==> src/hw/rtl/mfm_enc_pkg.sv <==
// shared types, constants and helpers of the mfm track encoder
// no dependencies
`default_nettype none

package mfm_enc_pkg;

    localparam int SECTOR_LONGWORDS = 128;
    localparam int SECTOR_WORDS     = 16 + 2 * SECTOR_LONGWORDS;
    localparam int STORE_AW         = $clog2(SECTOR_LONGWORDS);
    localparam int LOAD_W           = STORE_AW + 1;
    localparam int WIDX_W           = $clog2(SECTOR_WORDS);

    localparam logic [31:0] MASK_EVEN = 32'h5555_5555;
    localparam logic [31:0] MASK_CLK  = 32'hAAAA_AAAA;
    localparam logic [31:0] GAP_WORD  = 32'hAAAA_AAAA;
    localparam logic [31:0] LEAD_ONE  = 32'h2AAA_AAAA;
    localparam logic [31:0] SYNC_WORD = 32'h4489_4489;
    localparam logic [7:0]  INFO_FMT  = 8'hFF;

    localparam logic [1:0] CFG_TRACK   = 2'd0;
    localparam logic [1:0] CFG_SECTORS = 2'd1;
    localparam logic [1:0] CFG_GAP     = 2'd2;

    localparam logic ACT_LOAD  = 1'b0;
    localparam logic ACT_FETCH = 1'b1;

    localparam logic ST_OK        = 1'b0;
    localparam logic ST_NOT_READY = 1'b1;

    typedef enum logic [1:0] {
        PH_GAP    = 2'd0,
        PH_SECTOR = 2'd1,
        PH_TRAIL  = 2'd2
    } t_phase;

    typedef enum logic {
        BS_IDLE = 1'b0,
        BS_EXEC = 1'b1
    } t_bstate;

    typedef struct packed {
        logic        action;
        logic [31:0] data_word;
    } t_item;

    typedef struct packed {
        logic  valid;
        t_item item;
    } t_qstat;

    typedef struct packed {
        logic [7:0]  track_number;
        logic [7:0]  sectors_in_track;
        logic [15:0] gap_longwords;
    } t_cfg;

    function automatic logic [31:0] add_clock(input logic [31:0] v, input logic prev_bit);
        logic [31:0] d;
        logic [31:0] left;
        logic [31:0] right;
        d     = v & MASK_EVEN;
        left  = {prev_bit, d[31:1]};
        right = {d[30:0], 1'b0};
        return d | (~left & ~right & MASK_CLK);
    endfunction

endpackage

`default_nettype wire

==> src/hw/rtl/mfm_enc_in_if.sv <==
// input channel of the mfm track encoder: valid, ready and item payload
// no dependencies
`default_nettype none

interface mfm_enc_in_if;
    logic        valid;
    logic        ready;
    logic        action;
    logic [31:0] data_word;

    modport source(output valid, output action, output data_word, input ready);
    modport sink(input valid, input action, input data_word, output ready);
endinterface

`default_nettype wire

==> src/hw/rtl/mfm_enc_front.sv <==
// front end: accepts items and holds them in a two-entry queue
// depends on mfm_enc_pkg, mfm_enc_in_if
`default_nettype none

module mfm_enc_front (
    input  wire                  i_clk,
    input  wire                  i_rst_n,
    mfm_enc_in_if.sink           i_in,
    input  wire                  i_pop,
    output mfm_enc_pkg::t_qstat  o_q
);

    mfm_enc_pkg::t_item r_q [2];
    logic               r_wptr;
    logic               r_rptr;
    logic [1:0]         r_cnt;
    logic               w_push;
    logic               w_pop;

    assign i_in.ready = (r_cnt != 2'd2);
    assign w_push     = i_in.valid && i_in.ready;
    assign w_pop      = i_pop && (r_cnt != 2'd0);

    assign o_q.valid = (r_cnt != 2'd0);
    assign o_q.item  = r_q[r_rptr];

    always_ff @(posedge i_clk) begin
        if (!i_rst_n) begin
            r_wptr <= 1'b0;
            r_rptr <= 1'b0;
            r_cnt  <= 2'd0;
        end else begin
            if (w_push) begin
                r_wptr <= ~r_wptr;
            end
            if (w_pop) begin
                r_rptr <= ~r_rptr;
            end
            case ({w_push, w_pop})
                2'b10:   r_cnt <= r_cnt + 2'd1;
                2'b01:   r_cnt <= r_cnt - 2'd1;
                default: r_cnt <= r_cnt;
            endcase
        end
    end

    always_ff @(posedge i_clk) begin
        if (w_push) begin
            r_q[r_wptr].action    <= i_in.action;
            r_q[r_wptr].data_word <= i_in.data_word;
        end
    end

endmodule

`default_nettype wire

==> src/flat_wrapper.sv <==
// flat-port wrapper written by rule: the top's interface ports become plain ports
module mfm_enc_front_flat 
  (i_clk, i_rst_n, i_pop, o_q, i_in_valid, i_in_action, i_in_data_word, i_in_ready);
  mfm_enc_in_if i_in_i ();
  input  wire i_clk;
  input  wire i_rst_n;
  input  wire i_pop;
  output mfm_enc_pkg::t_qstat o_q;
  input wire logic [$bits(i_in_i.valid)-1:0] i_in_valid;
  input wire logic [$bits(i_in_i.action)-1:0] i_in_action;
  input wire logic [$bits(i_in_i.data_word)-1:0] i_in_data_word;
  output wire logic [$bits(i_in_i.ready)-1:0] i_in_ready;
  assign i_in_i.valid = i_in_valid;
  assign i_in_i.action = i_in_action;
  assign i_in_i.data_word = i_in_data_word;
  assign i_in_ready = i_in_i.ready;
  mfm_enc_front u_core (.i_clk(i_clk), .i_rst_n(i_rst_n), .i_in(i_in_i), .i_pop(i_pop), .o_q(o_q));
endmodule
==> config.mk <==
export PLATFORM = sky130hd
export DESIGN_NAME = mfm_enc_front_flat
export DESIGN_NICKNAME = d
export VERILOG_FILES = /design/src/hw/rtl/mfm_enc_pkg.sv /design/src/hw/rtl/mfm_enc_in_if.sv /design/src/hw/rtl/mfm_enc_front.sv /design/src/flat_wrapper.sv
export SDC_FILE = /design/constraint.sdc
export NUM_CORES = 1
export LEC_CHECK = 0
export ABC_CLOCK_PERIOD_IN_PS = 2600
export BUFFER_PORTS_ARGS = -buffer_cell sky130_fd_sc_hd__buf_2
export CORE_MARGIN = 1
export CORE_UTILIZATION = 51
export DETAILED_ROUTE_END_ITERATION = 8
export PLACE_DENSITY_LB_ADDON = 0.08
export SKIP_CTS_REPAIR_TIMING = 1
export SYNTH_ARGS = -nofsm -noshare
export SYNTH_HDL_FRONTEND = slang
export SYNTH_SLANG_ARGS = --single-unit
export TNS_END_PERCENT = 1
==> constraint.sdc <==
create_clock -name i_clk -period 2.6 [get_ports i_clk]
set_clock_uncertainty 0.2 [all_clocks]
set_input_delay 0.13 -clock i_clk [delete_from_list [all_inputs] [get_ports i_clk]]
set_output_delay 0.13 -clock i_clk [all_outputs]
set_load 0.05 [all_outputs]
==> results of run 1 <==
[flip-flops by register name (all words and copies together), names as in the netlist, named ones only]
signal         cells
u_core.r_q        66
u_core.r_cnt       2
u_core.r_rptr      1
u_core.r_wptr      1
[logic make-up after synthesis]
group | Yosys count | synth area share
adders and majority gates | 1 | 0.00480
AOI/OAI and AO/OA | 5 | 0.0144
buffers and inverters | 5 | 0.00911
xor gates and xnor gates | 3 | 0.0101
DFF | 71 | 0.798
and+or+nand+nor | 9 | 0.0211
muxes | 33 | 0.142
[layer usage]
metal,vias to the layer above,share of wire,track usage
met5,-,0,0
met4,0,0.0066,0.0705
met3,4,0.052,0.0645
met2,50,0.55,0.293
met1,748,0.39,0.184
li1,735,-,-
[final cells by class]
cell class	instances	share of cell area
Clock buffer	11	0.0364
Clock inverter	5	0.0135
Inverter	1	0.00104
Multi-Input combinational cell	51	0.140
Sequential cell	71	0.577
Tap cell	67	0.0232
Timing Repair Buffer	111	0.209
[cell usage in the layout (no fill, tap or decap), types with 2 or more instances in the layout]
| cell type | n |
|---|---|
| dfxtp_1 | 5 |
| edfxtp_1 | 66 |
| buf_2 | 71 |
| mux2_2 | 33 |
| dlygate4sd3_1 | 35 |
| xnor2_1 | 3 |
| buf_4 | 4 |
| nor2b_1 | 2 |
| clkbuf_1 | 2 |
| clkinv_2 | 3 |
| clkbuf_8 | 9 |
[final timing paths]
kind	start	to	slack, ps
max	flip-flop	o_q[18]	740
min	i_pop	u_core.r_rptr	60
max reg2reg	u_core.r_cnt[0]	u_core.r_q[1][27]	780
min reg2reg	u_core.r_cnt[1]	u_core.r_cnt[1]	340
[tightest hold or removal path: stages]
cell,delay [ps]
buf_2,70
o21a_1,150
xnor2_1,90
nor2b_1,110
[per-stage QoR]
| step | setup slack, ps | utilization | cell area, µm² |
|---|---|---|---|
| floorplan | 156 | - | 2610 |
| global placement | 836 | 0.639 | 3080 |
| detailed placement | 778 | 0.639 | 3080 |
| CTS | 708 | 0.677 | 3260 |
| global route | 672 | 0.749 | 3610 |
| finish | 743 | 0.749 | 3610 |
[report_power, final]
| part | switching (mW) | total (mW) | internal (mW) |
|---|---|---|---|
| clock | 0.366 | 0.801 | 0.436 |
| sequential | 0.0546 | 1.50 | 1.45 |
| combinational | 1.05 | 1.52 | 0.469 |
| total | 1.47 | 3.82 | 2.35 |
==> flow_summary.yaml, run 1 <==
drt:
  first_pass_iters: 4
  routedWlPerCell_um: 14.7
  final_antenna_net_count: 0
  routed_via_density: 4.85
  wirelength_mm: 4.67
  dr_total_vias: 1537
  route.detailed.drc: 0
  initialDrtViolationCount: 71
grt:
  grt_pass1_wl_mm: 6.35
  grt_max_degree: 20
  antenna_found_initial: 0
  first_global_vias: 1422
  track_usage: 0.168
  overflow: 0
worst_setup_path:
  cp.arrival_ps: 1530
  cp_slowest_cell: "mux2_2"
  worstPathRequired_ps: 2270
  cp-end-kind: "output port"
  worstRegToRegCells: 3
  cpPeakStageDelay_ps: 380
  path_depth: 3
  cp.buffers_inverters: 2
  startpoint_type: "flip-flop"
  path_delay_family: "buffers and inverters"
  worstSetupPathType: "reg2out"
  cp_cell_sequence: "buf_4 > mux2_2 > buf_2"
  crit_fanout: 19
timing:
  setup_tns_ps: 0
  relSlewSlack: 0.718
  fin_crit_sh: 0.714
  clock.fmax_ghz: 0.538
  maxSlewViolCount: 0
  period_needed_ps: 1860
  setup-violations-final: 0
  grt_setup_unrepaired: "no"
  hold_violations: 0
  whs_ps: 64.5
  worstMarginPinSlew_ps: 423
die:
  ioPinCount: 72
  die_y_um: 73.5
  dieArea_mm2: 0.00541
  core_mm2: 0.00482
  rows: 25
  start_util: 0.542
  die_x_um: 73.5
yosys:
  synth_edf_count: 66
  ys_seq_area_frac: 0.798
  synth_common_cells: "edfxtp_1, mux2_2, dfxtp_1"
  avgSynthCellArea_um2: 20.5
  async_flop_share: 0
  synth_top_flop_cell: "edfxtp_1"
  synth_cell_types: 20
  synthesis.nets: 165
  synth_area_leaders: "edfxtp_1, mux2_2, dfxtp_1, xnor2_1, buf_2"
  synth_top_area_frac: 0.760
  yosys.area.top_type: "edfxtp_1"
  synthCells: 127
  synth.most_common_cell: "edfxtp_1"
  yosys_warnings: 0
  ys_ff_latch: 71
  synthesis.area_mm2: 0.00261
clock_network:
  cts_max_level: 3
  clock_path_buffers: 2
  cts_buffers: 9
  clk_latency_ps: 330
  cts_tree: "yes"
  cts_sinks: 71
  clk_pin_slew_ps: 70
  clock-root-buffer: "clkbuf_8"
layout:
  register_area_mm2: 0.00208
  antenna_cells: 0
  fillers: 311
  nets: 283
  stdcell_count: 317
  multi_input_area_um2: 504
  area_delta_synth_final_pct: 38.4
  drive_gt1_frac: 0.500
worst_hold_path:
  min_path_type: "in2reg"
  min_path_cells: 4
power_and_ir_drop:
  power.density_mw_per_mm2: 1060
  max-vdd-ir-drop_v: 0.000706
  leakage_nw: 1.38
  total_power_mw: 3.82
run:
  cap_violations: 0
status:
  status: "complete, no violations"
place:
  dp.cells: 266
  io_buffers: 71
  place.gp.congestion: 0.628
  hpwl_mm: 2.97
Power figures use the tool's default switching activity.
==> run 2, diff against run 1 <==
--- a/config.mk
+++ b/config.mk
@@ -5,10 +5,10 @@
 export SDC_FILE = /design/constraint.sdc
 export NUM_CORES = 1
 export LEC_CHECK = 0
-export ABC_CLOCK_PERIOD_IN_PS = 2600
+export ABC_CLOCK_PERIOD_IN_PS = 1700
 export BUFFER_PORTS_ARGS = -buffer_cell sky130_fd_sc_hd__buf_2
 export CORE_MARGIN = 1
-export CORE_UTILIZATION = 51
+export CORE_UTILIZATION = 46
 export DETAILED_ROUTE_END_ITERATION = 8
 export PLACE_DENSITY_LB_ADDON = 0.08
 export SKIP_CTS_REPAIR_TIMING = 1
==> constraint.sdc (replaced) <==
create_clock -name i_clk -period 1.7 [get_ports i_clk]
set_clock_uncertainty 0.2 [all_clocks]
set_input_delay 0.085 -clock i_clk [delete_from_list [all_inputs] [get_ports i_clk]]
set_output_delay 0.085 -clock i_clk [all_outputs]
set_load 0.05 [all_outputs]
==> flow_summary.yaml, run 2 (same netlist as run 1, synthesis figures left out) <==
worst_setup_path:
  cpPeakStageDelay_ps: 420
  worstReg2RegStart: "u_core.r_cnt[1]"
  worstRegToRegCells: 4
  crit_fanout: 8
  r2r_slack_ps: 20
  cp_cell_sequence: "buf_12 > mux2_2 > buf_2"
  reg2reg_to: "u_core.r_cnt[1]"
  worstPathRequired_ps: 1410
  cp-end-kind: "output port"
  cp_slowest_cell: "dfxtp_4"
  startpoint_type: "flip-flop"
  cp.arrival_ps: 1420
  worstSetupPathType: "reg2out"
layout:
  drive_gt1_frac: 0.518
  regMostFlops: "u_core.r_q"
  largest_register_ffs: 66
  antenna_cells: 0
  final_common_cell: "edfxtp_1"
  final_area_mm2: 0.00403
  area_delta_synth_final_pct: 54.4
  mostFrequentLayoutCells: "edfxtp_1, buf_2, dlygate4sd3_1"
  top_regs: "u_core.r_q x66, u_core.r_cnt x2"
  nets: 286
drt:
  final_antenna_net_count: 0
  route.detailed.drc: 0
  first_pass_iters: 4
  routedWlPerCell_um: 15.3
  wirelength_mm: 4.94
  dr_total_vias: 1530
  initialDrtViolationCount: 49
  routed_via_density: 4.74
grt:
  met3_usage: 0.0536
  antenna_found_initial: 0
  overflow: 0
  globalRouteMet2Util: 0.253
  track_usage: 0.152
  first_global_vias: 1399
  grt_max_degree: 21
  use_met1: 0.160
  top_usage_layer: "met2"
  grt_pass1_wl_mm: 6.41
die:
  dieArea_mm2: 0.00598
  start_util: 0.477
  die_y_um: 77.3
  ioPinCount: 72
  core_mm2: 0.00547
  die_x_um: 77.3
  rows: 27
worst_hold_path:
  min_path_type: "in2reg"
  min_from: "i_pop"
  hold_end: "u_core.r_rptr"
  min_path_cells: 4
status:
  status: "finished with violations"
  violations: "negative setup slack"
clock_network:
  clk_pin_slew_ps: 60
  cts_tree: "yes"
  clock-root-buffer: "clkbuf_8"
  cts_sinks: 71
  cts_buffers: 9
  clock_path_buffers: 2
  cts_max_level: 3
  clk_latency_ps: 320
timing:
  hold_violations: 0
  setup_tns_ps: -3.11
  fin_crit_sh: 1.00
  setup_ws_ps: -1.73
  period_needed_ps: 1700
  setup-violations-final: 2
  grt_setup_unrepaired: "yes"
  maxSlewViolCount: 0
  worstMarginPinSlew_ps: 251
  relSlewSlack: 0.834
  clock.fmax_ghz: 0.588
power_and_ir_drop:
  power.density_mw_per_mm2: 1610
  leakage_nw: 1.55
  max-vdd-ir-drop_v: 0.00101
place:
  placed_area_mm2: 0.00317
  io_buffers: 71
  place.gp.congestion: 0.634
  hpwl_mm: 2.83
run:
  cap_violations: 0
==> run 2: cell count changes in the layout (fill, tap and decap cells not counted), moves of 2 or more <==
| cell | previous run | this run |
|---|---|---|
| dfxtp_4 | 0 | 2 |
| clkinv_2 | 3 | 1 |
| buf_12 | 1 | 6 |
| clkbuf_16 | 0 | 2 |
| mux2_2 | 33 | 17 |
| mux2_4 | 0 | 16 |
| buf_4 | 4 | 0 |
| dfxtp_1 | 5 | 2 |
| buf_8 | 0 | 16 |
| buf_6 | 0 | 14 |
| buf_2 | 71 | 41 |
==> run 2: critical path: cells and delay by family (launching register included) <==
kind,cells,cell delay [ps]
buf+inv,2,350
flops,1,420
mux,1,330
==> run 2: area by class of cell <==
class	count	area, µm²
Inverter	1	7.51
Tap cell	72	90.1
Fill cell	358	1450
Sequential cell	71	2090
Clock inverter	3	12.5
Multi-Input combinational cell	51	572
Timing Repair Buffer	114	1120
Clock buffer	11	131
==> run 2: worst max-delay path by stage <==
stage                    startpoint          endpoint  cells after the start
floorplan           u_core.r_cnt[0]  u_core.r_q[0][0]                      3
global placement    u_core.r_cnt[1]   u_core.r_cnt[1]                      4
detailed placement  u_core.r_cnt[1]   u_core.r_cnt[1]                      4
CTS                       flip-flop           o_q[24]                      3
global route              flip-flop           o_q[10]                      3
finish                    flip-flop           o_q[10]                      3
==> run 2: where the power goes <==
part           switching, mW  total, mW  leakage [nW]  internal, mW
sequential             0.119       2.35         0.660          2.23
combinational           1.74       3.12         0.812          1.38
clock                  0.527       1.03        0.0741         0.502
total                   2.38       6.50          1.55          4.11
==> run 2: metrics by stage <==
step | setup WS [ps] | hold WS (ps) | cells | utilization | power [mW]
after floorplan | -89.7 | -16.1 | 127 | - | 4.13
after global placement | 79.8 | 71.7 | 272 | 0.579 | 4.67
after detailed placement | 1.26 | 76.7 | 272 | 0.579 | 4.73
after CTS | -118 | -282 | 286 | 0.605 | 5.76
after global routing | -56.6 | 62.2 | 323 | 0.736 | 6.76
final | -1.73 | 44.6 | 323 | 0.736 | 6.50
==> run 2: metal layers <==
layer,vias to the layer above,wire length (µm)
met3,4,224
met4,0,43
met2,46,2680
met1,743,1990
li1,737,-
met5,-,0
==> run 3, diff against run 2 <==
--- a/config.mk
+++ b/config.mk
@@ -5,10 +5,11 @@
 export SDC_FILE = /design/constraint.sdc
 export NUM_CORES = 1
 export LEC_CHECK = 0
-export ABC_CLOCK_PERIOD_IN_PS = 1700
+export ABC_AREA = 1
+export ABC_CLOCK_PERIOD_IN_PS = 1650
 export BUFFER_PORTS_ARGS = -buffer_cell sky130_fd_sc_hd__buf_2
 export CORE_MARGIN = 1
-export CORE_UTILIZATION = 46
+export CORE_UTILIZATION = 52
 export DETAILED_ROUTE_END_ITERATION = 8
 export PLACE_DENSITY_LB_ADDON = 0.08
 export SKIP_CTS_REPAIR_TIMING = 1
==> constraint.sdc (replaced) <==
create_clock -name i_clk -period 1.65 [get_ports i_clk]
set_clock_uncertainty 0.2 [all_clocks]
set_input_delay 0.0825 -clock i_clk [delete_from_list [all_inputs] [get_ports i_clk]]
set_output_delay 0.0825 -clock i_clk [all_outputs]
set_load 0.05 [all_outputs]
==> flow_summary.yaml, run 3 <==
place:
  dp.cells: 282
  hpwl_mm: 3.03
  io_buffers: 71
  place.gp.congestion: 0.675
  placed_area_mm2: 0.00332
yosys:
  async_flop_share: 0
  synth_top_flop_cell: "edfxtp_1"
  ys_ff_latch: 71
  synthesis.area_mm2: 0.00278
  synth_top_area_frac: 0.714
  synth_common_cells: "edfxtp_1, mux2_4, nand2_1, nor2_1, dfxtp_1"
  synthesis.nets: 177
  yosys_warnings: 0
  synthCells: 139
  synth_area_leaders: "edfxtp_1, mux2_4, dfxtp_1, buf_12, nand2_1"
  avgSynthCellArea_um2: 20.0
  synth.most_common_cell: "edfxtp_1"
  ys_seq_area_frac: 0.750
  yosys.area.top_type: "edfxtp_1"
  synth_cell_types: 18
  synth_edf_count: 66
grt:
  grt_pass1_wl_mm: 6.38
  track_usage: 0.164
  overflow: 0
  antenna_found_initial: 0
  grt_max_degree: 20
  first_global_vias: 1477
layout:
  final_area_mm2: 0.00395
  regMostFlops: "u_core.r_q"
  register_area_mm2: 0.00209
  top_regs: "u_core.r_q x66, u_core.r_cnt x2"
  drive_gt1_frac: 0.498
  nets: 298
  antenna_cells: 0
  largest_register_ffs: 66
  multi_input_area_um2: 664
  final_common_cell: "buf_2"
  stdcell_count: 335
  mostFrequentLayoutCells: "buf_2, edfxtp_1, dlygate4sd3_1"
  area_delta_synth_final_pct: 42.0
  fillers: 320
worst_setup_path:
  cp.buffers_inverters: 2
  worstPathRequired_ps: 1370
  cp.arrival_ps: 1430
  cp_slowest_cell: "dfxtp_4"
  reg2reg_to: "u_core.r_cnt[1]"
  r2r_slack_ps: 150
  cp-end-kind: "output port"
  worstRegToRegCells: 7
  path_delay_family: "flip-flops"
  cpPeakStageDelay_ps: 400
  startpoint_type: "flip-flop"
  crit_fanout: 14
  worstReg2RegStart: "u_core.r_cnt[1]"
  cp_cell_sequence: "buf_12 > mux2_4 > buf_2"
  worstSetupPathType: "reg2out"
status:
  violations: "negative setup slack"
  status: "finished with violations"
clock_network:
  cts_tree: "yes"
  cts_sinks: 71
  cts_max_level: 3
  clk_pin_slew_ps: 70
  clock_path_buffers: 2
  cts_buffers: 9
  clk_latency_ps: 320
  clock-root-buffer: "clkbuf_8"
drt:
  dr_total_vias: 1598
  route.detailed.drc: 0
  final_antenna_net_count: 0
  initialDrtViolationCount: 62
  first_pass_iters: 4
  routed_via_density: 4.77
  routedWlPerCell_um: 14.8
  wirelength_mm: 4.95
power_and_ir_drop:
  max-vdd-ir-drop_v: 0.00115
  power.density_mw_per_mm2: 1430
  leakage_nw: 1.58
  total_power_mw: 5.62
timing:
  setup-violations-final: 32
  setup_tns_ps: -1260
  setup_ws_ps: -60.2
  period_needed_ps: 1710
  hold_violations: 0
  grt_setup_unrepaired: "yes"
  clock.fmax_ghz: 0.585
  worstMarginPinSlew_ps: 258
  relSlewSlack: 0.829
  whs_ps: 279
  fin_crit_sh: 1.04
  maxSlewViolCount: 0
die:
  start_util: 0.540
  die_y_um: 75.1
  dieArea_mm2: 0.00564
  ioPinCount: 72
  core_mm2: 0.00514
  rows: 26
  die_x_um: 75.1
worst_hold_path:
  min_from: "i_in_data_word[29]"
  hold_end: "u_core.r_q[1][29]"
  min_path_type: "in2reg"
  min_path_cells: 2
run:
  cap_violations: 0
## run 3: how the worst max path moves through the flow
stage | start | end | cells past startpoint
2_1_floorplan | u_core.r_cnt[1] | u_core.r_q[1][0] | 3
3_3_place_gp | u_core.r_cnt[1] | u_core.r_cnt[1] | 7
3_5_place_dp | u_core.r_cnt[1] | u_core.r_cnt[1] | 7
4_1_cts | flip-flop | o_q[24] | 3
5_1_grt | flip-flop | o_q[25] | 3
6_report | flip-flop | o_q[30] | 3
## run 3: power by group
part	internal, mW	leakage, nW	switching, mW	total (mW)
clock	0.841	0.102	0.581	1.42
combinational	0.716	0.814	1.18	1.90
sequential	2.21	0.660	0.0951	2.30
## run 3: stage by stage
stage | setup WS, ps | utilization
after global routing | -117 | 0.768
after global placement | 162 | 0.645
final | -60.2 | 0.768
after floorplan | -90.6 | -
after CTS | -138 | 0.685
after detailed placement | 54.2 | 0.645
## run 3: kinds of logic (layout without fill, tap and decap cells)
| family | count (synthesis) | after routing | synth area share |
|---|---|---|---|
| flops | 71 | 71 | 0.750 |
| mux | 33 | 33 | 0.174 |
| simple gates | 22 | 22 | 0.0329 |
| buf+inv | 9 | 135 | 0.0324 |
| compound gates | 3 | 3 | 0.00630 |
| fa+ha+maj | 1 | 1 | 0.00450 |
## run 3: layout make-up
cell class / instances / area share
flip-flops and latches: 71 / 0.529
repair buffers: 114 / 0.223
clock buffers: 11 / 0.0333
clock inverters: 5 / 0.0184
inverters: 5 / 0.00539
well taps: 70 / 0.0222
multi-input cells: 59 / 0.168
## run 3: routing by layer
| layer | share of wire | track usage |
|---|---|---|
| met1 | 0.37 | 0.159 |
| met2 | 0.57 | 0.307 |
| met3 | 0.046 | 0.0629 |
| met4 | 0.0075 | 0.0692 |
| met5 | 0 | 0 |
